==> src/hw/rtl/assert_macros.svh <==
// ---------------------------------------------------------------------------
// Assertion macros
// Shared concurrent assertion wrappers, clocked on clk and disabled in reset.
// ---------------------------------------------------------------------------
`ifndef ASSERT_MACROS_SVH
`define ASSERT_MACROS_SVH

// Implication that must hold at every clock edge out of reset.
`define ASSERT_CLK(lbl, prop, msg) \
  lbl: assert property (@(posedge clk) disable iff (!rst_n) prop) else $error(msg);

// Condition that must never be true at a clock edge out of reset.
`define ASSERT_NEVER(lbl, cond, msg) \
  lbl: assert property (@(posedge clk) disable iff (!rst_n) !(cond)) else $error(msg);

`endif

==> src/hw/rtl/bcbr_pkg.sv <==
// ---------------------------------------------------------------------------
// bcbr_pkg
// Types, constants and helpers shared by the bounds-checked byte RAM.
// ---------------------------------------------------------------------------
`timescale 1ns / 1ps
`default_nettype none

package bcbr_pkg;

  localparam int DEF_STORE_BYTES = 65536;
  localparam int LANES           = 8;
  localparam int LANE_W          = 3;
  localparam int DATA_W          = 64;
  localparam int SIZE_W          = 17;
  localparam int CFG_ADDR_W      = 4;
  localparam int CFG_IDX_LSB     = 3;

  localparam logic [SIZE_W-1:0] SIZE_RESET = 17'h10000;

  typedef enum logic {
    OP_READ  = 1'b0,
    OP_WRITE = 1'b1
  } op_t;

  typedef enum logic {
    REG_BASE = 1'b0,
    REG_SIZE = 1'b1
  } reg_idx_t;

  typedef enum logic [1:0] {
    ACC_1B = 2'd0,
    ACC_2B = 2'd1,
    ACC_4B = 2'd2,
    ACC_8B = 2'd3
  } acc_size_t;

  typedef struct packed {
    logic              ok;
    logic [LANE_W-1:0] lane;
    logic [LANES-1:0]  byte_en;
  } acc_ctl_t;

  function automatic logic [LANES-1:0] size_mask(input logic [1:0] acc_size);
    logic [LANES-1:0] m;
    case (acc_size_t'(acc_size))
      ACC_1B:  m = 8'h01;
      ACC_2B:  m = 8'h03;
      ACC_4B:  m = 8'h0f;
      ACC_8B:  m = 8'hff;
      default: m = 8'h01;
    endcase
    return m;
  endfunction

  function automatic logic [SIZE_W-1:0] size_bytes(input logic [1:0] acc_size);
    logic [SIZE_W-1:0] n;
    case (acc_size_t'(acc_size))
      ACC_1B:  n = SIZE_W'(1);
      ACC_2B:  n = SIZE_W'(2);
      ACC_4B:  n = SIZE_W'(4);
      ACC_8B:  n = SIZE_W'(8);
      default: n = SIZE_W'(1);
    endcase
    return n;
  endfunction

endpackage

`default_nettype wire

==> src/hw/rtl/bcbr_cfg.sv <==
// ---------------------------------------------------------------------------
// bcbr_cfg
// Register file for the mapped region: base address and size.
// ---------------------------------------------------------------------------
`timescale 1ns / 1ps
`default_nettype none

module bcbr_cfg (
  input  wire logic                             clk,
  input  wire logic                             rst_n,
  input  wire logic                             psel,
  input  wire logic                             penable,
  input  wire logic                             pwrite,
  input  wire logic [bcbr_pkg::CFG_ADDR_W-1:0]  paddr,
  input  wire logic [bcbr_pkg::DATA_W-1:0]      pwdata,
  output      logic [bcbr_pkg::DATA_W-1:0]      prdata,
  output      logic                             pready,
  output      logic [bcbr_pkg::DATA_W-1:0]      region_base,
  output      logic [bcbr_pkg::SIZE_W-1:0]      region_size
);

  logic [bcbr_pkg::DATA_W-1:0] base_r;
  logic [bcbr_pkg::SIZE_W-1:0] size_r;
  bcbr_pkg::reg_idx_t          idx;
  logic                        wr;

  assign pready = 1'b1;
  assign idx    = bcbr_pkg::reg_idx_t'(paddr[bcbr_pkg::CFG_IDX_LSB]);
  assign wr     = psel && penable && pwrite && pready;

  always_ff @(posedge clk) begin
    if (!rst_n) begin
      base_r <= '0;
      size_r <= bcbr_pkg::SIZE_RESET;
    end else if (wr) begin
      case (idx)
        bcbr_pkg::REG_BASE: base_r <= pwdata;
        bcbr_pkg::REG_SIZE: size_r <= pwdata[bcbr_pkg::SIZE_W-1:0];
        default: ;
      endcase
    end
  end

  always_comb begin
    case (idx)
      bcbr_pkg::REG_BASE: prdata = base_r;
      bcbr_pkg::REG_SIZE: prdata = bcbr_pkg::DATA_W'(size_r);
      default:            prdata = '0;
    endcase
  end

  assign region_base = base_r;
  assign region_size = size_r;

endmodule

`default_nettype wire

==> config.mk <==
export PLATFORM = sky130hd
export DESIGN_NAME = bcbr_cfg
export DESIGN_NICKNAME = d
export VERILOG_FILES = /design/src/hw/rtl/assert_macros.svh /design/src/hw/rtl/bcbr_pkg.sv /design/src/hw/rtl/bcbr_cfg.sv
export SDC_FILE = /design/constraint.sdc
export NUM_CORES = 1
export LEC_CHECK = 0
export BUFFER_PORTS_ARGS = -buffer_cell sky130_fd_sc_hd__buf_2
export CAP_MARGIN = 15
export CORE_MARGIN = 2
export CORE_UTILIZATION = 35
export DETAILED_ROUTE_END_ITERATION = 12
export PLACE_DENSITY = 0.67
export RECOVER_POWER = 50
export REMOVE_ABC_BUFFERS = 1
export SLEW_MARGIN = 20
export SYNTH_ARGS = -nofsm -noshare
export SYNTH_HDL_FRONTEND = slang
export SYNTH_SLANG_ARGS = --single-unit
export TNS_END_PERCENT = 10
==> constraint.sdc <==
create_clock -name clk -period 0.8 [get_ports clk]
set_input_delay 0.04 -clock clk [delete_from_list [all_inputs] [get_ports clk]]
set_output_delay 0.04 -clock clk [all_outputs]
set_load 0.02 [all_outputs]
* Yosys cells after proc, flatten, opt, wreduce, memory -nomap -nowiden
Index checks and enable logic that the tools add are counted.
** Word-level totals
- Register bits after elaboration :: 81
- Input bits :: 73
- Output and inout port bits :: 146
- Logic and storage cells :: 8
** Operators by class
- Mux-type cells :: 1
- Bitwise logic cells :: 1
- Reductions and logical operators :: 4
** Operator list (count)
- $pmux W64 S2 :: 1
- $reduce_and A2 Y1 :: 2
- $logic_and A1 B1 Y1 :: 2
- $not A1 Y1 :: 1

* Depth between registers and ports, before layout
- Word-level depth :: 3
- Gate-level depth with buffers :: 4
- Mapped depth without buffers :: 2

* Least setup slack after synthesis
Ideal clock, no wire load.
- Kind :: input to output
- Start point :: input paddr[3] (netlist bit)
- End point :: output prdata[16] (netlist bit)
- Data arrival time :: 832 ps
- Required time :: 760 ps
- Setup slack :: -72 ps
- Stages :: 3
- Buffers on the path :: 2
- Cells stage by stage :: buf_2 buf_2 mux2_1
** On the way
- Cells in the longest elaborated chain, start to end :: 2
** Ends and longest elaborated chain
- start: declaration :: RTL line bcbr_cfg.sv:14 : input wire logic [bcbr_pkg::CFG_ADDR_W-1:0] paddr,
- $not A1 Y1
- $pmux W64 S2 * :: RTL line bcbr_cfg.sv:45 : case (idx)
- end: declaration :: RTL line bcbr_cfg.sv:16 : output logic [bcbr_pkg::DATA_W-1:0] prdata,
Every way passes the cells marked *; elsewhere a longest branch is shown, timed or not.

* Worst setup path in the final report
- Start point :: register size_r (netlist bit region_size[3])
- End point :: output prdata[3] (netlist bit)
** On the way
- Cells in the longest elaborated chain, start to end :: 1
** Ends and longest elaborated chain
- start: declaration :: RTL line bcbr_cfg.sv:23 : logic [bcbr_pkg::SIZE_W-1:0] size_r;
- start signal: assignment :: RTL line bcbr_cfg.sv:34 : size_r <= bcbr_pkg::SIZE_RESET;
- start signal: assignment :: RTL line bcbr_cfg.sv:38 : bcbr_pkg::REG_SIZE: size_r <= pwdata[bcbr_pkg::SIZE_W-1:0];
- $pmux W64 S2 :: RTL line bcbr_cfg.sv:45
Every way passes these cells.

==> results.cfg <==
[sta]
layout_min_cycle_time_ps = 1130
grt_setup_unrepaired = true
drv_slew = 0
worst_slack_ps = -334
hold_viol = 0
min_period_over_period = 1.42
setup_viol = 145
fin_worst_skew_ps = 0
clock.fmax_mhz = 882

[worst_setup_path]
path_max_fanout = 3
crit_family = flip-flops
crit_arrival_ps = 1090
critPathRequiredTime_ps = 760
endpoint_kind = primary output
worstPathBufferInverterCount = 1
cpPeakStageDelay_ps = 340
cp-start-kind = flop
crit_chain = mux2_2 > buf_6
path_class = flop to primary output
cp_slowest_cell = dfxtp_2

[detailed_routing]
first_pass_iters = 4
num_vias = 3995
routedWlPerCell_um = 15.8
via_per_inst = 4.65
ant_nets = 0
detail_route.iter0.violations = 191
drt_wl_total_um = 13600
drc = 0

[power_and_ir_drop]
worst_ir_drop_vdd_uv = 960
power_density_mw_per_mm2 = 1210
p_leak_nw = 3.28
total_power_mw = 8.67

[clock_network]
clock_sinks = 81
root_buffer = clkbuf_8
clkTransAtPathRegs_ps = 90
htreeDepth = 3
cts_buffers = 9
clock_path_buffers = 2
worstSkewPairLatency_ps = 340
cts_tree = built

[global_routing]
grt_pass1_vias = 3911
grt_pass1_wl_um = 19000
grt_max_degree = 61
antenna_found_initial = 0
gr-total-overflow = 0
track_usage = 0.207

[synth]
seq_area_frac_synth = 0.439
yosys_warnings = 0
syn_avg_cell_area_sq_um = 9.04
synth_cell_types = 14
ys_ff_latch = 81
syn_inst = 408
netlist_area_sq_mm = 0.00369

[placement]
placed_cells = 767
place_area_sq_mm = 0.00513
io_buffers = 214
dpl.hpwl_um = 7200
gp_congestion = 0.756

[cells_and_area]
finish.utilization = 0.698
nNetsFinal = 792
drive_gt1_frac = 0.555
final_area_sq_mm = 0.00717
diodes = 0
final_cell_mix = nand2_1 (143), buf_6 (138), mux2i_1 (81), dfxtp_2 (78), buf_2 (68)
syn_to_final_growth_pct = 94.3
final_common_cell = nand2_1
instances_no_fill = 860
n_fill_cell = 713

[die]
pin_count = 219
start_util = 0.359
fp.dieH_um = 107
core_sq_mm = 0.0103
dieWidth_um = 107
die_area_sq_mm = 0.0114
row_count = 37

[flow_run]
drv_cap = 0

[min_path]
hold_path.class = input port to flop

[status]
outcome = finished, violations left
violations = setup timing
[where the power goes]
group / internal [mW] / switching [mW]
logic: 0.905 / 0.757
registers: 4.13 / 0.0814
clock network: 1.22 / 1.57
total: 6.26 / 2.41
[timing repair]
action | 4_1_cts | 5_1_grt
endpoints found under the setup margin | 145 | 148
cloned | 0 | 0
hold endpoints to repair | 81 | 0
gates resized for setup | 312 | 88
setup buffers | 2 | 11
hold buffers | 64 | 0
[final timing paths]
kind,from,endpoint,slack (ps),cells after the start
setup / recovery,region_size[3]$_SDFFE_PN0P_,prdata[3],-330,2
hold / removal,rst_n,region_base[11]$_SDFFE_PN0P_,170,4
setup reg to reg,region_base[16]$_SDFFE_PN0P_,region_base[16]$_SDFFE_PN0P_,20,4
hold reg to reg,region_base[39]$_SDFFE_PN0P_,region_base[39]$_SDFFE_PN0P_,470,2
[state kept, by name, indices dropped and copies added, names as in the netlist]
register and cells:
region_base 64, region_size 17
[layer usage]
layer	share of wire	track usage	wire length (um)
met2	0.53	0.379	7240
met5	0	0	0
met1	0.39	0.230	5250
met3	0.061	0.0474	832
met4	0.020	0.0853	275
[Yosys cell counts, drive strengths merged]
cell type,n,area [sq um]
dfxtp,81,1620
mux2i,81,811
and4b,1,10.0
nand2,144,541
nand4,1,6.26
buf,21,154
conb,1,3.75
nor2b,49,307
clkbuf,12,45.0
mux2,17,191
[cells by family after synthesis]
family / synth area share
multiplexers: 0.272
flip-flops: 0.439
buffers and inverters: 0.0539
AND/OR/NAND/NOR: 0.234
other: 0.00102
[per-stage QoR]
step	hold slack [ps]	setup slack, ps	TNS (ps)
finish	169	-334	-23780
global route	157	-372	-30030
CTS	138	-346	-25470
detailed placement	295	-346	-34360
global placement	286	-286	-31230
floorplan	158	-1930	-131780
[layout make-up]
cell class                 count  area, sq um  share of cell area
multi-input combinational    294         2010               0.280
timing repair buffer         333         3090               0.431
clock inverter                 6         43.8             0.00611
sequential                    81         1720               0.240
tap                          136          170              0.0237
clock buffer                  10          138              0.0192
[tightest hold or removal path: cells and delay by family]
| kind | cells | cell delay [ps] |
|---|---|---|
| buffers and inverters | 2 | 320 |
| muxes | 1 | 50 |
| and+or+nand+nor | 1 | 60 |
Power figures use the tool's default switching activity.
