`src/hw/rtl/assert_macros.svh`:
```
// ---------------------------------------------------------------------------
// Assertion macros
// Shared concurrent assertion wrappers, clocked on clk and disabled in reset.
// ---------------------------------------------------------------------------
`ifndef ASSERT_MACROS_SVH
`define ASSERT_MACROS_SVH

// Implication that must hold at every clock edge out of reset.
`define ASSERT_CLK(lbl, prop, msg) \
  lbl: assert property (@(posedge clk) disable iff (!rst_n) prop) else $error(msg);

// Condition that must never be true at a clock edge out of reset.
`define ASSERT_NEVER(lbl, cond, msg) \
  lbl: assert property (@(posedge clk) disable iff (!rst_n) !(cond)) else $error(msg);

`endif

```
`src/hw/rtl/bcbr_pkg.sv`:
```
// ---------------------------------------------------------------------------
// bcbr_pkg
// Types, constants and helpers shared by the bounds-checked byte RAM.
// ---------------------------------------------------------------------------
`timescale 1ns / 1ps
`default_nettype none

package bcbr_pkg;

  localparam int DEF_STORE_BYTES = 65536;
  localparam int LANES           = 8;
  localparam int LANE_W          = 3;
  localparam int DATA_W          = 64;
  localparam int SIZE_W          = 17;
  localparam int CFG_ADDR_W      = 4;
  localparam int CFG_IDX_LSB     = 3;

  localparam logic [SIZE_W-1:0] SIZE_RESET = 17'h10000;

  typedef enum logic {
    OP_READ  = 1'b0,
    OP_WRITE = 1'b1
  } op_t;

  typedef enum logic {
    REG_BASE = 1'b0,
    REG_SIZE = 1'b1
  } reg_idx_t;

  typedef enum logic [1:0] {
    ACC_1B = 2'd0,
    ACC_2B = 2'd1,
    ACC_4B = 2'd2,
    ACC_8B = 2'd3
  } acc_size_t;

  typedef struct packed {
    logic              ok;
    logic [LANE_W-1:0] lane;
    logic [LANES-1:0]  byte_en;
  } acc_ctl_t;

  function automatic logic [LANES-1:0] size_mask(input logic [1:0] acc_size);
    logic [LANES-1:0] m;
    case (acc_size_t'(acc_size))
      ACC_1B:  m = 8'h01;
      ACC_2B:  m = 8'h03;
      ACC_4B:  m = 8'h0f;
      ACC_8B:  m = 8'hff;
      default: m = 8'h01;
    endcase
    return m;
  endfunction

  function automatic logic [SIZE_W-1:0] size_bytes(input logic [1:0] acc_size);
    logic [SIZE_W-1:0] n;
    case (acc_size_t'(acc_size))
      ACC_1B:  n = SIZE_W'(1);
      ACC_2B:  n = SIZE_W'(2);
      ACC_4B:  n = SIZE_W'(4);
      ACC_8B:  n = SIZE_W'(8);
      default: n = SIZE_W'(1);
    endcase
    return n;
  endfunction

endpackage

`default_nettype wire

```
`src/hw/rtl/bcbr_check.sv`:
```
// ---------------------------------------------------------------------------
// bcbr_check
// Wrap-safe bounds check of one access and its split over the byte banks.
// ---------------------------------------------------------------------------
`timescale 1ns / 1ps
`default_nettype none

module bcbr_check #(
  parameter int STORE_BYTES = bcbr_pkg::DEF_STORE_BYTES
) (
  input  wire logic [bcbr_pkg::DATA_W-1:0] address,
  input  wire logic [1:0]                  access_size,
  input  wire logic [bcbr_pkg::DATA_W-1:0] region_base,
  input  wire logic [bcbr_pkg::SIZE_W-1:0] region_size,
  output      bcbr_pkg::acc_ctl_t          ctl,
  output      logic [((STORE_BYTES > 8) ? $clog2(STORE_BYTES) - 3 : 1)-1:0] row
);

  localparam int SZW   = ($clog2(STORE_BYTES + 1) > bcbr_pkg::SIZE_W) ?
                         $clog2(STORE_BYTES + 1) : bcbr_pkg::SIZE_W;
  localparam int ROW_W = (STORE_BYTES > 8) ? $clog2(STORE_BYTES) - 3 : 1;

  logic [bcbr_pkg::DATA_W:0]   diff;
  logic [bcbr_pkg::DATA_W-1:0] off;
  logic                        below;
  logic [SZW-1:0]              size_ext;
  logic [SZW-1:0]              size_sat;
  logic [SZW-1:0]              nbytes;
  logic                        off_high;
  logic                        fits;

  assign diff     = {1'b0, address} - {1'b0, region_base};
  assign below    = diff[bcbr_pkg::DATA_W];
  assign off      = diff[bcbr_pkg::DATA_W-1:0];
  assign size_ext = SZW'(region_size);
  assign size_sat = (size_ext > SZW'(STORE_BYTES)) ? SZW'(STORE_BYTES) : size_ext;
  assign nbytes   = SZW'(bcbr_pkg::size_bytes(access_size));
  assign off_high = |(off >> SZW);
  assign fits     = (nbytes <= size_sat) && (off[SZW-1:0] <= (size_sat - nbytes));

  assign ctl.ok      = !below && !off_high && fits;
  assign ctl.lane    = off[bcbr_pkg::LANE_W-1:0];
  assign ctl.byte_en = bcbr_pkg::size_mask(access_size);
  assign row         = ROW_W'(off >> bcbr_pkg::LANE_W);

endmodule

`default_nettype wire

```
`config.mk`:
```
export PLATFORM = sky130hd
export DESIGN_NAME = bcbr_check
export DESIGN_NICKNAME = d
export VERILOG_FILES = /design/src/hw/rtl/assert_macros.svh /design/src/hw/rtl/bcbr_pkg.sv /design/src/hw/rtl/bcbr_check.sv
export SDC_FILE = /design/constraint.sdc
export NUM_CORES = 1
export LEC_CHECK = 0
export ABC_AREA = 1
export ABC_CLOCK_PERIOD_IN_PS = 6120
export BUFFER_PORTS_ARGS = -buffer_cell sky130_fd_sc_hd__buf_2
export CORE_MARGIN = 2
export CORE_UTILIZATION = 58
export DETAILED_ROUTE_END_ITERATION = 8
export GPL_TIMING_DRIVEN = 0
export PLACE_DENSITY_LB_ADDON = 0.3
export SETUP_SLACK_MARGIN = 0.4
export SLEW_MARGIN = 15
export SYNTH_ARGS = -nofsm -noshare
export SYNTH_HDL_FRONTEND = slang
export SYNTH_SLANG_ARGS = --single-unit
```
`constraint.sdc`:
```
create_clock -name vclk -period 6.12
set_input_delay 0.612 -clock vclk [all_inputs]
set_output_delay 0.612 -clock vclk [all_outputs]
set_load 0.005 [all_outputs]
```
After elaboration in Yosys (flattened, before gate mapping)
Index checks and enable logic that the tools add are counted.

operators by class
  $add $sub $neg = 2
  mux-type cells = 3
  order comparisons = 3
  eq/ne operators = 3
  reduce and logical (&&, ||, !) cells = 7

operators by type and width
  operator              count
  $pmux 17 s4           1
  $sub 64x64->65        1
  $reduce_or 47->1      1
  $le 17x17->1          2
  $pmux 8 s4            1
  $gt 17x17->1 const B  1
  $mux 17               1
  $sub 17x17->17        1
  $eq 2x2->1 const B    2
  $logic_and 1x1->1     3
  $eq 2x1->1 const B    1
  $logic_not 1->1       2
  $logic_not 2->1       1

word-level totals
  input port bits = 147
  word-level logic and storage cells = 18
  flip-flop bits (word level) = 0

Depth between registers and ports, before layout
  word-level depth = 6
  gate-level depth with buffers = 33
  gate-level depth less buffers = 31

Least setup slack after synthesis
Ideal clock, no wire load.

  kind = input -> output
  from = input region_size[9] in the netlist's numbering
  to = output ctl[11] in the netlist's numbering
  data required time = 5508 ps
  arrival = 4245 ps
  cell stages on the path = 32
  path slack = 1263 ps
  path buffers = 2
  cell sequence = nor2_1 > nand2_1 > nor2_1 > nand2_1 > nand2_1 > buf_4 > buf_2 > inv_1 > nor2_1 > ha_1 > a21oi_1 > o21ai_0 > nand2_1 > nand2_1 > a21oi_1 > nand3_1 > a21oi_1 > o21ai_0 > xor2_1 > ha_1 > nand2_1 > inv_1 > nand3_1 > nor4_1 > nand3b_1 > nand2_1 > nand2_1 > nor2_1 > nand2_1 > nor2_1 > nand2_1 > nor3_2

RTL lines
  what             line              source
  start, declared  bcbr_check.sv:14  input wire logic [bcbr_pkg::SIZE_W-1:0] region_size,
  end, declared    bcbr_check.sv:15  output bcbr_pkg::acc_ctl_t ctl,

==> results.json <==
{
  "crit_required_ns": 5.51,
  "p_per_area_nw_per_um2": 98.9,
  "layout_common_cells": "nand2_1 (621), inv_1 (381), buf_2 (171), nor2_1 (150), ha_1 (85)",
  "fp-row-count": 41,
  "timing.critical_path.mode_cell": "nand2_1",
  "register_area_um2": 0,
  "maxSlewViolCount": 0,
  "synth_top_cell_area_share_pct": 32.0,
  "fin_crit_ns": 5.47,
  "io_buffers": 171,
  "dp_slack_ns": 0.120,
  "rsz0062_at_grt": "false",
  "drt_iter0_markers": 700,
  "worstHoldStart": "access_size[0]",
  "die_w_um": 116,
  "yosysTopAreaCell": "nand2_1",
  "drc": 0,
  "cp_max_fo": 10,
  "fin_crit_sh_pct": 89.4,
  "hold_path_depth": 4,
  "die-height_um": 116,
  "final_common_cell": "nand2_1",
  "num_antenna_cells": 0,
  "worst-path-buf-inv": 7,
  "antenna_found_initial": 0,
  "grt_pass1_wl_um": 37500,
  "first_pass_iters": 6,
  "peakVddDrop_mv": 0.0451,
  "yosys-top-cells-area": "nand2_1 (32%), inv_1 (20%), ha_1 (14%)",
  "hp-class": "in -> out",
  "globalplace.congestion": 0.979,
  "pin_count": 172,
  "min_to": "ctl[1]",
  "crit_type": "in -> out",
  "synth_area_um2": 7340,
  "seq_cell_count": 0,
  "drtAntennaViolNets": 0,
  "crit_slowest_cell": "ha_1",
  "avgSynthCellArea_um2": 4.72,
  "grt_max_degree": 11,
  "clock_buffers": 0,
  "setup.worst_path.end_class": "output pin",
  "ys_seq_area_share_pct": 0,
  "grt_pass1_vias": 8336,
  "slowest_delay_ns": 0.30,
  "layout-drive-gt1-share_pct": 14.7,
  "cp_top_family": "simple AND/OR/NAND/NOR gates",
  "die-area_um2": 13600,
  "power_uw": 845,
  "overflow": 0,
  "setup_viol": 0,
  "fillers": 1336,
  "finalSetupTns_ns": 0,
  "final-hold-violation-count": 0,
  "area_delta_synth_final_pct": 16.4,
  "status": "finished, final reports clean",
  "vias": 9495,
  "netlist_instances": 1554,
  "yosysWarnings": 0,
  "holdWs_ns": 1.51,
  "start_kind": "input port",
  "coreArea_um2": 12500,
  "grt.total_usage_pct": 34.6,
  "max_cap_viol_count": 0,
  "routed_via_density": 4.99,
  "nNetsFinal": 1968,
  "synth.distinct_cells": 39,
  "start_util_pct": 58.9,
  "hpwl_um": 21700,
  "post_drt_wl_per_cell_um": 12.7,
  "synthesis.nets": 1788,
  "finalWorstSetupSlack_ns": 0.651,
  "cellLeakagePower_uw": 0.00576,
  "max_freq_mhz": 183,
  "arrival_ns": 4.86,
  "multi_input_area_um2": 5890,
  "wirelength_um": 24100
}
## worst min-delay path: stages
cell	delay [ns]
buf_2	0.10
nor2_1	0.05
inv_1	0.04
buf_2	0.10
## Yosys cell counts, types with 2 or more instances
master    number
nand2_1      626
inv_1        382
nor2_1       154
ha_1          85
nand3_1       69
a21oi_1       62
xor2_1        24
nor2_2        18
o21ai_0       17
nand2_2       12
nand3b_1      12
o21bai_1      11
xnor2_1       10
nand4_1        9
nor3_1         9
nand3_2        7
buf_4          6
inv_2          6
nor3_2         5
o21ai_1        5
and2_1         4
a31oi_1        2
fa_1           2
o31ai_1        2
## worst max path at each step
stage	startpoint	to	slack, ns	cells past startpoint
2_1_floorplan	region_size[9]	ctl[11]	1.26	32
3_3_place_gp	region_size[9]	ctl[11]	0.19	34
3_5_place_dp	region_size[9]	ctl[11]	0.12	34
4_1_cts	region_size[9]	ctl[11]	0.45	34
5_1_grt	region_size[4]	ctl[11]	0.33	34
6_report	region_size[4]	ctl[11]	0.65	34
## logic make-up (layout without fill, tap and decap cells)
group,count (synthesis),count (layout),synth area share (%)
xor+xnor,34,34,4.06
fa+ha+maj,87,87,15.0
simple gates,931,931,52.4
buf+inv,396,574,20.6
other cells,1,1,0.0511
compound gates,105,105,7.88
## routing by layer
layer,vias to the layer above,routed length (um),track usage [%]
met5,-,0,0
met4,0,757,9.29
met3,55,1800,3.17
met2,364,11500,64.9
met1,4089,10100,42.0
li1,4987,-,-
## final cells by class
| type | instances | share of cell area, % |
|---|---|---|
| Inverter | 388 | 17.1 |
| Buffer | 8 | 0.791 |
| Tap cell | 172 | 2.52 |
| Multi-Input combinational cell | 1158 | 69.0 |
| Timing Repair Buffer | 178 | 10.6 |
## power by group
| part | switching (uW) | internal [uW] | total [uW] |
|---|---|---|---|
| sequential | 0 | 0 | 0 |
| clock | 0 | 0 | 0 |
| combinational | 536 | 309 | 845 |
## per-stage QoR
stage | util (%) | cells | area (um^2)
detailed placement | 67.5 | 1897 | 8410
global route | 68.5 | 1904 | 8540
CTS | 67.7 | 1898 | 8440
finish | 68.5 | 1904 | 8540
floorplan | - | 1554 | 7340
global placement | 67.5 | 1897 | 8410
## what timing repair did
action / in CTS / in global routing
resized for setup: 7 / 17
hold buffers: 0 / 0
setup endpoints to repair: 1 / 1
buffers inserted: 1 / 6
pin swaps: 0 / 12
Power figures use the tool's default switching activity.
