===== config.mk =====
export PLATFORM = sky130hd
export DESIGN_NAME = bcbr_gather
export DESIGN_NICKNAME = d
export VERILOG_FILES = /design/src/hw/rtl/assert_macros.svh /design/src/hw/rtl/bcbr_pkg.sv /design/src/hw/rtl/bcbr_gather.sv
export SDC_FILE = /design/constraint.sdc
export NUM_CORES = 1
export LEC_CHECK = 0
export BUFFER_PORTS_ARGS = -buffer_cell sky130_fd_sc_hd__buf_2
export CAP_MARGIN = 20
export CORE_ASPECT_RATIO = 1.2
export CORE_MARGIN = 1
export CORE_UTILIZATION = 40
export DETAILED_ROUTE_END_ITERATION = 10
export PLACE_DENSITY = 0.75
export SYNTH_ARGS = -nofsm -noshare
export SYNTH_HDL_FRONTEND = slang
export SYNTH_SLANG_ARGS = --single-unit

===== constraint.sdc =====
create_clock -name vclk -period 3.6
set_input_delay 0.72 -clock vclk [all_inputs]
set_output_delay 0.72 -clock vclk [all_outputs]
set_load 0.03 [all_outputs]

===== src/hw/rtl/assert_macros.svh =====
// ---------------------------------------------------------------------------
// Assertion macros
// Shared concurrent assertion wrappers, clocked on clk and disabled in reset.
// ---------------------------------------------------------------------------
`ifndef ASSERT_MACROS_SVH
`define ASSERT_MACROS_SVH

// Implication that must hold at every clock edge out of reset.
`define ASSERT_CLK(lbl, prop, msg) \
  lbl: assert property (@(posedge clk) disable iff (!rst_n) prop) else $error(msg);

// Condition that must never be true at a clock edge out of reset.
`define ASSERT_NEVER(lbl, cond, msg) \
  lbl: assert property (@(posedge clk) disable iff (!rst_n) !(cond)) else $error(msg);

`endif


===== src/hw/rtl/bcbr_pkg.sv =====
// ---------------------------------------------------------------------------
// bcbr_pkg
// Types, constants and helpers shared by the bounds-checked byte RAM.
// ---------------------------------------------------------------------------
`timescale 1ns / 1ps
`default_nettype none

package bcbr_pkg;

  localparam int DEF_STORE_BYTES = 65536;
  localparam int LANES           = 8;
  localparam int LANE_W          = 3;
  localparam int DATA_W          = 64;
  localparam int SIZE_W          = 17;
  localparam int CFG_ADDR_W      = 4;
  localparam int CFG_IDX_LSB     = 3;

  localparam logic [SIZE_W-1:0] SIZE_RESET = 17'h10000;

  typedef enum logic {
    OP_READ  = 1'b0,
    OP_WRITE = 1'b1
  } op_t;

  typedef enum logic {
    REG_BASE = 1'b0,
    REG_SIZE = 1'b1
  } reg_idx_t;

  typedef enum logic [1:0] {
    ACC_1B = 2'd0,
    ACC_2B = 2'd1,
    ACC_4B = 2'd2,
    ACC_8B = 2'd3
  } acc_size_t;

  typedef struct packed {
    logic              ok;
    logic [LANE_W-1:0] lane;
    logic [LANES-1:0]  byte_en;
  } acc_ctl_t;

  function automatic logic [LANES-1:0] size_mask(input logic [1:0] acc_size);
    logic [LANES-1:0] m;
    case (acc_size_t'(acc_size))
      ACC_1B:  m = 8'h01;
      ACC_2B:  m = 8'h03;
      ACC_4B:  m = 8'h0f;
      ACC_8B:  m = 8'hff;
      default: m = 8'h01;
    endcase
    return m;
  endfunction

  function automatic logic [SIZE_W-1:0] size_bytes(input logic [1:0] acc_size);
    logic [SIZE_W-1:0] n;
    case (acc_size_t'(acc_size))
      ACC_1B:  n = SIZE_W'(1);
      ACC_2B:  n = SIZE_W'(2);
      ACC_4B:  n = SIZE_W'(4);
      ACC_8B:  n = SIZE_W'(8);
      default: n = SIZE_W'(1);
    endcase
    return n;
  endfunction

endpackage

`default_nettype wire


===== src/hw/rtl/bcbr_gather.sv =====
// ---------------------------------------------------------------------------
// bcbr_gather
// Rotates bank read data into little-endian order and masks it.
// ---------------------------------------------------------------------------
`timescale 1ns / 1ps
`default_nettype none

module bcbr_gather (
  input  wire logic                               opcode,
  input  wire bcbr_pkg::acc_ctl_t                 ctl,
  input  wire logic [bcbr_pkg::LANES-1:0][7:0]    bank_rdata,
  output      logic [bcbr_pkg::DATA_W-1:0]        read_data
);

  logic [bcbr_pkg::LANES-1:0][7:0] bytes;
  logic                            keep;

  assign keep = ctl.ok && (bcbr_pkg::op_t'(opcode) == bcbr_pkg::OP_READ);

  always_comb begin
    for (int b = 0; b < bcbr_pkg::LANES; b++) begin
      if (keep && ctl.byte_en[b]) begin
        bytes[b] = bank_rdata[bcbr_pkg::LANE_W'(ctl.lane + bcbr_pkg::LANE_W'(b))];
      end else begin
        bytes[b] = 8'h00;
      end
    end
  end

  assign read_data = bytes;

endmodule

`default_nettype wire


* Word-level counts from Yosys, hierarchy flattened
Index checks and enable logic that the tools add are counted.
** Cells by class
- Order comparisons :: 8
- Bitwise operators :: 1
- Multiplexer cells :: 24
- Reductions and logical operators :: 9
- Add/subtract/negate cells :: 7
** Operators with widths (number)
- 8-bit binary-select mux with 3-bit select :: 8
- 8-bit two-way mux :: 16
- 3-bit by 4-bit less-than comparator with 1-bit output, second input constant :: 8
- 3-bit adder, second input constant :: 4
- 1-bit logical AND :: 9
- 3-bit by 2-bit adder with 3-bit output, second input constant :: 2
- 3-bit by 1-bit adder with 3-bit output, second input constant :: 1
- 1-bit inverter :: 1
** Word-level totals
- Register bits after elaboration :: 0
- Input bits :: 77
- Word-level logic and storage cells :: 49
- Output and inout port bits :: 64

* Logic depth before layout (Yosys ltp)
Gate-level depths: netlist of run 1.
- Word-level depth :: 4
- Gate-level depth with buffers :: 9
- Depth with buffers taken out :: 6

* Worst setup path before layout of run 1
No wires, ideal clock.
- Kind :: input to output
- From :: input port ctl[8] (netlist name)
- To :: output port read_data[46] (netlist name)
- Required time :: 2880 ps
- Slack :: 34 ps
- Path buffers :: 5
- Stages on the path :: 9
- Data arrival time :: 2846 ps
- Path through :: buf_4 -> buf_2 -> inv_1 -> ha_1 -> buf_2 -> buf_2 -> buf_2 -> mux4_2 -> nor2_1
** Between the ends
- Longest elaborated chain between the ends :: 4
** Ends and longest elaborated chain
- start, declared :: line bcbr_gather.sv:10 : input wire bcbr_pkg::acc_ctl_t ctl,
- 3-bit adder :: line bcbr_gather.sv:23 : bytes[b] = bank_rdata[bcbr_pkg::LANE_W'(ctl.lane + bcbr_pkg::LANE_W'(b))];
- 8-bit binary-select mux with 3-bit select :: line bcbr_gather.sv:23
- 8-bit two-way mux (implied by the code) :: line bcbr_gather.sv:23
- 8-bit two-way mux :: line bcbr_gather.sv:22 : if (keep && ctl.byte_en[b]) begin
- end, declared :: line bcbr_gather.sv:12 : output logic [bcbr_pkg::DATA_W-1:0] read_data
Every way passes these cells. The select of a mux whose other input is x is not followed.

* Worst setup path in the final report of run 1
- From :: input port ctl[9] (netlist name)
- To :: output port read_data[17] (netlist name)
** Between the ends
- Longest elaborated chain between the ends :: 4
** Ends and longest elaborated chain (line)
- 3-bit by 2-bit adder with 3-bit output :: bcbr_gather.sv:23
- 8-bit binary-select mux with 3-bit select :: bcbr_gather.sv:23
- 8-bit two-way mux (implied by the code) :: bcbr_gather.sv:23
- 8-bit two-way mux :: bcbr_gather.sv:22
Every way passes these cells. The select of a mux whose other input is x is not followed.

==> run summary, run 1 <==
The HPWL reported at the end of detailed placement is 8.04 mm, and the residual DRC count is 0. For this design the static power due to leakage is 1.89 nW. The overall die area was 7700 sq um; the remaining antenna violation count was 0. Share of the synthesized area in the top cell type: 0.354. Max-cap violations in this run came to 0. The repair_antennas step left the layout with diodes totalling 0.

The tools report the routability-driven placement congestion ratio as 0.925. In this design, the critical path's most frequently occurring cell is sky130_fd_sc_hd__buf_2. The proportion of synthesized chip area in sequential cells was 0. For this run, the top clock speed supported by timing is 306 MHz. The worst hold path passes through 4 cells.

The run gives 2997 as the number of global-route vias before repair. The shortest clock period the worst path allows after layout is 3.27 ns. Summed over all failing endpoints, the final setup total negative slack is 0 ns. Dividing the detail-routed via count by the number of cells gives 6.16.

The run gives 276 as the post-synthesis cell count. The run finished with clean final reports. The logs give 355 for the number of nets produced by synthesis and 0 for the number of post-CTS setup repair buffers.

In the final layout, the multi-input gates occupy 2740 sq um. The first routing iteration left 231 violations. The largest net degree at the start of global routing came out at 70.

The synthesized netlist contains 19 unique library cells. The worst-margin pin slew came out at 0.760 ns. Final design area excluding fillers: 3660 sq um.

The synthesized cell area is 2940 sq um. Dividing total power by cell area gives a power density of 160 nW/um^2. Across the VDD grid, the largest voltage drop is 140 uV. The first TritonRoute pass finished after 4 iterations. The final worst-path setup slack came out at 0.334 ns. The placed instances occupy a cell area of 3660 sq um.

Total power for the finished layout comes to 0.000587 W. STA classifies the critical path endpoint as a primary output. Global routing finished with a remaining overflow of 0. The worst setup path is launched from an input port. The area growth from synthesis to layout was 24.6%. In this design, the stage delay of the slowest critical-path cell is 0.61 ns. In the final layout, flip-flops and latches occupy 0 sq um. The number of gates resized after CTS was 0; the fraction of final layout cells sized beyond drive strength 1 was 0.495.

Count of filler cells inserted in the layout: 654. The logs give 0.525 for the final standard cell utilization of the core and 0 for the total of endpoints with negative setup slack in the final report. The number of top-level pins is 141. The die width is 80.3 um. The total area inside the core boundary comes to 6980 sq um.

The tools report the placement-stage worst setup slack as 0.338 ns. Count of synthesis-stage warnings from yosys: 0. The run gives 0 as the hold buffer count at CTS.

The final critical-path share of the clock period came out at 0.907. The mean routed wirelength per cell was 19.9 um. The initial core utilization is 0.421, and the arrival time of the worst setup path is 2.55 ns. Number of vias in the routed layout: 2998. Setup repair after global routing left no endpoint under its margin. For the final-layout clock buffer total, the log shows 0. The dominant cell type by area after synthesis was sky130_fd_sc_hd__mux2i_1.

The worst-path maximum fanout works out to 48. The class of the worst hold path is in -> out. The logs give 15.1 mm for the global-route wire length before repair and 0 for the number of antenna violations at the first check in global routing. In this run the mean area of a mapped cell was 10.6 sq um.

The number of hold-slack violations in the final timing report is 0. Relative slew slack: 0.493. For the net count reported at finish, the log shows 481.

The placement row count was 33. The critical path in this run is classified as in -> out. Data on the critical path is required at its endpoint by 2.88 ns. sky130_fd_sc_hd__mux2i_1 is the most common cell in the netlist. The tools report the routed wire length as 9.67 mm. The overall fraction of global-route tracks in use is 0.252, and the quantity of I/O buffers inserted on ports is 141. The design has 0 sequential cells. In the post-synthesis netlist, the biggest area contributors are sky130_fd_sc_hd__mux2i_1 35%, sky130_fd_sc_hd__mux4_2 35%, sky130_fd_sc_hd__mux4_1 8.0%. The final number of max-transition violations is 0.

Traced cell by cell, the critical path runs through buf_2 > buf_4 > mux2i_1 > mux4_1 > nor2_1 > buf_2. Slowest stage cell on the critical path: sky130_fd_sc_hd__buf_4. Sorting the synthesized cells by how often they occur yields 104 x sky130_fd_sc_hd__mux2i_1, 63 x sky130_fd_sc_hd__nor2_1, 46 x sky130_fd_sc_hd__mux4_2. The height of the die works out to 95.9 um.
report_power, final:
part	internal [W]	leakage [nW]	switching, W
sequential	0	0	0
combinational	0.000281	1.89	0.000306
clock	0	0	0
total	0.000281	1.89	0.000306
layout make-up:
class              instances  share of cell area
well taps                 87              0.0297
multi-input cells        248               0.749
inverters                  2             0.00205
repair buffers           150               0.219
layer usage:
layer,up-vias,GRT usage,share of wire
met5,-,0,0
met2,130,0.449,0.51
met4,0,0.0610,0.027
met3,22,0.00758,0.054
met1,1491,0.338,0.41
li1,1355,-,-
logic make-up (layout without fill, tap and decap cells):
kind of cell / count (synthesis) / in the layout / synth area share
buffers and inverters: 28 / 152 / 0.0664
adder cells (fa/ha/maj): 2 / 2 / 0.00851
XOR/XNOR: 2 / 2 / 0.0187
AND/OR/NAND/NOR: 79 / 79 / 0.106
AO/OA/AOI/OAI: 6 / 6 / 0.0128
multiplexers: 159 / 159 / 0.787
through the flow:
step                hold slack [ns]  instances
global placement               2.01        487
global route                   2.05        487
floorplan                      1.76        276
CTS                            2.01        487
finish                         2.00        487
detailed placement             2.01        487
cells in the final DEF, fill, tap and decap left out:
| cell type | count |
|---|---|
| sky130_fd_sc_hd__a21oi_1 | 3 |
| sky130_fd_sc_hd__a22oi_1 | 3 |
| sky130_fd_sc_hd__and3_1 | 3 |
| sky130_fd_sc_hd__buf_12 | 2 |
| sky130_fd_sc_hd__buf_2 | 140 |
| sky130_fd_sc_hd__buf_4 | 8 |
| sky130_fd_sc_hd__ha_1 | 2 |
| sky130_fd_sc_hd__inv_1 | 2 |
| sky130_fd_sc_hd__mux2i_1 | 104 |
| sky130_fd_sc_hd__mux4_1 | 9 |
| sky130_fd_sc_hd__mux4_2 | 46 |
| sky130_fd_sc_hd__nand2_1 | 8 |
| sky130_fd_sc_hd__nand3_1 | 3 |
| sky130_fd_sc_hd__nor2_1 | 63 |
| sky130_fd_sc_hd__nor2b_1 | 2 |
| sky130_fd_sc_hd__xnor2_4 | 2 |
final timing paths:
path | from | to
worst max-delay path | ctl[9] | read_data[17]
worst min-delay path | ctl[4] | read_data[32]
critical path: cells and delay by family:
family	cells	cell delay, ns
buf+inv	3	0.93
mux	2	0.78
simple gates	1	0.10
Note: power is estimated with default switching activity, not from simulation.
==> run 2, diff against run 1 <==
- GPL_TIMING_DRIVEN: not set -> 0
- REMOVE_ABC_BUFFERS: not set -> 1
==> run 2 against run 1 <==
- design area up 4.0%
- global-route usage down 1.9 points
- via count down 0.90%
- sequential share of layout area unchanged
- critical path depth up 3
- non-clock buffer count up 3
- routed wire length down 4.1%
- count of clock-buffer cells in the layout unchanged
- first-iteration DRC count down 48%
- combinational power up 3.7%
- critical path type unchanged
==> run summary, run 2 (synthesized netlist as in run 1, its figures left out) <==
Global-route wire length before repair: 14.0 mm (-7.4%). The logs give 0 (unchanged) for the final-layout clock buffer total and 0.233 (-0.0187) for the overall fraction of global-route tracks in use. The run gives 9.28 mm (-4.1%) as the routed wire length.

For the final setup TNS, the log shows 0 ns (unchanged). The leakage power is 1.95 nW (+2.9%). From synthesis to final layout, the design area changed by 29.5%.

Setup repair after global routing left no endpoint under its margin. The number of hold-slack violations in the final timing report is 0 (unchanged), and the worst-path maximum fanout is 26 (-46%). The tools report the initial core utilization as 0.421 (unchanged). The run gives 0.0810 ns (-0.253 ns) as the final worst-path setup slack. The shortest clock period the worst path allows after layout is 3.52 ns (+0.253 ns), and the overall die area is 7700 sq um (unchanged). HPWL reported at the end of detailed placement: 6.76 mm (-16%). The die width was 80.3 um (unchanged); the first-pass iteration count of the detailed router was 4 (unchanged).

The final design area excluding fillers is 3810 sq um (+4.0%). The run gives 6980 sq um (unchanged) as the standard cell core area. For the peak clock frequency supported by timing, the log shows 284 MHz (-7.2%). First-iteration detailed-routing DRC count: 119 (-48%). The fraction of final layout cells sized beyond drive strength 1 works out to 0.502 (+0.00748). The run finished with clean final reports. The placement-stage worst setup slack is -0.874 ns (-1.21 ns), and the worst-margin pin slew is 0.668 ns (-0.0921 ns). The mean routed wirelength per cell was 18.9 um (-4.8%); the final critical-path share of the clock period was 0.977 (+0.0703). The run gives 2.80 ns (+0.25 ns) as the arrival time of the worst setup path. The tightest hold margin is 2.00 ns (+0.00517 ns). The routability-driven placement congestion ratio is 0.819 (-12%).

The number of vias per cell after detailed routing is 6.05 (-1.7%), and the antenna diode count is 0 (unchanged). Class of the worst hold path: in -> out. The critical path endpoint category was a primary output.

For the total of endpoints with negative setup slack in the final report, the log shows 0 (unchanged). The logs give 69 (-1.4%) for the largest net degree at the start of global routing and 33 (unchanged) for the placement row count. The number of global-route vias before repair came out at 2949 (-1.6%). For the number of antenna violations at the first check in global routing, the log shows 0 (unchanged). The count of filler cells inserted in the layout is 644 (-1.5%), and the residual DRC count is 0 (unchanged). The area of all sequential standard cells was 0 sq um (unchanged); the relative slew slack was 0.555 (+0.0614). The power density relative to cell area was 160 nW/um^2 (-0.21%). For the net count reported at finish, the log shows 485 (+0.83%). The quantity of I/O buffers inserted on ports is 141 (unchanged), and the final standard cell utilization of the core is 0.545 (+0.0208). Cell area reported after detailed placement: 3640 sq um (-0.48%). The startpoint kind of the worst setup timing path was an input port. For the flip-flop and latch count, the log shows 0 (unchanged).

For the number of max-cap violations, the log shows 0 (unchanged). The height of the die is 95.9 um (unchanged), and the number of top-level pins is 141 (unchanged). The tools report the worst supply voltage drop on vdd as 128 uV (-8.6%). For the remaining global-route overflow, the log shows 0 (unchanged).

The top cell types in the final layout, fill and taps aside, are 138 x sky130_fd_sc_hd__buf_2, 104 x sky130_fd_sc_hd__mux2i_1, 63 x sky130_fd_sc_hd__nor2_1. The tools report the remaining antenna violation count as 0 (unchanged). Endpoint required time on the critical path: 2.88 ns (about the same). For the number of vias in the routed layout, the log shows 2971 (-0.90%). The classification of the worst setup path was in -> out.

The most common cell after layout, fill and taps aside is sky130_fd_sc_hd__buf_2. The final number of max-transition violations is 0 (unchanged). The tools report the area of the multi-input gates as 2780 sq um (+1.5%).
-- run 2: final timing paths --
check	from	endpoint	slack, ns	depth (start not counted)
worst min-delay path	ctl[8]	read_data[18]	2.00	4
worst max-delay path	ctl[9]	read_data[28]	0.08	9
-- run 2: power breakdown --
group	switching [W]	leakage, nW	internal, W
clock network	0	0	0
registers	0	0	0
logic	0.000305	1.95	0.000304
total	0.000305	1.95	0.000304
-- run 2: per-layer routing --
layer | part of all wire | vias up | routed length [um] | global-route usage
li1 | - | 1366 | - | -
met2 | 0.51 | 126 | 4750 | 0.442
met4 | 0.017 | 0 | 159 | 0.0476
met5 | 0 | - | 0 | 0
met3 | 0.063 | 14 | 585 | 0.00948
met1 | 0.41 | 1465 | 3780 | 0.293
-- run 2: cell type report --
class | count | area share
tap | 87 | 0.0286
multi-input combinational | 249 | 0.731
inverter | 2 | 0.00197
timing repair buffer | 153 | 0.238
-- run 2: what timing repair did --
action | 4_1_cts | 5_1_grt
hold buffers | 0 | 0
hold endpoints to repair | 0 | 0
pin swaps | 2 | 0
resized for setup | 6 | 1
buffers inserted | 8 | 0
gates cloned | 1 | 1
setup endpoints to repair | 32 | 17
-- run 2: metrics by stage --
step | instances | total power (W)
final | 491 | 0.000609
after global routing | 491 | 0.000651
after detailed placement | 481 | 0.000574
after floorplan | 250 | 0.000380
after CTS | 490 | 0.000605
after global placement | 478 | 0.000551
-- run 2: worst max-delay path: stages --
cell,delay [ns]
sky130_fd_sc_hd__buf_8,0.23
sky130_fd_sc_hd__buf_12,0.25
sky130_fd_sc_hd__inv_1,0.10
sky130_fd_sc_hd__ha_4,0.20
sky130_fd_sc_hd__xnor2_4,0.19
sky130_fd_sc_hd__buf_12,0.17
sky130_fd_sc_hd__mux4_1,0.55
sky130_fd_sc_hd__nor2_1,0.14
sky130_fd_sc_hd__buf_2,0.22
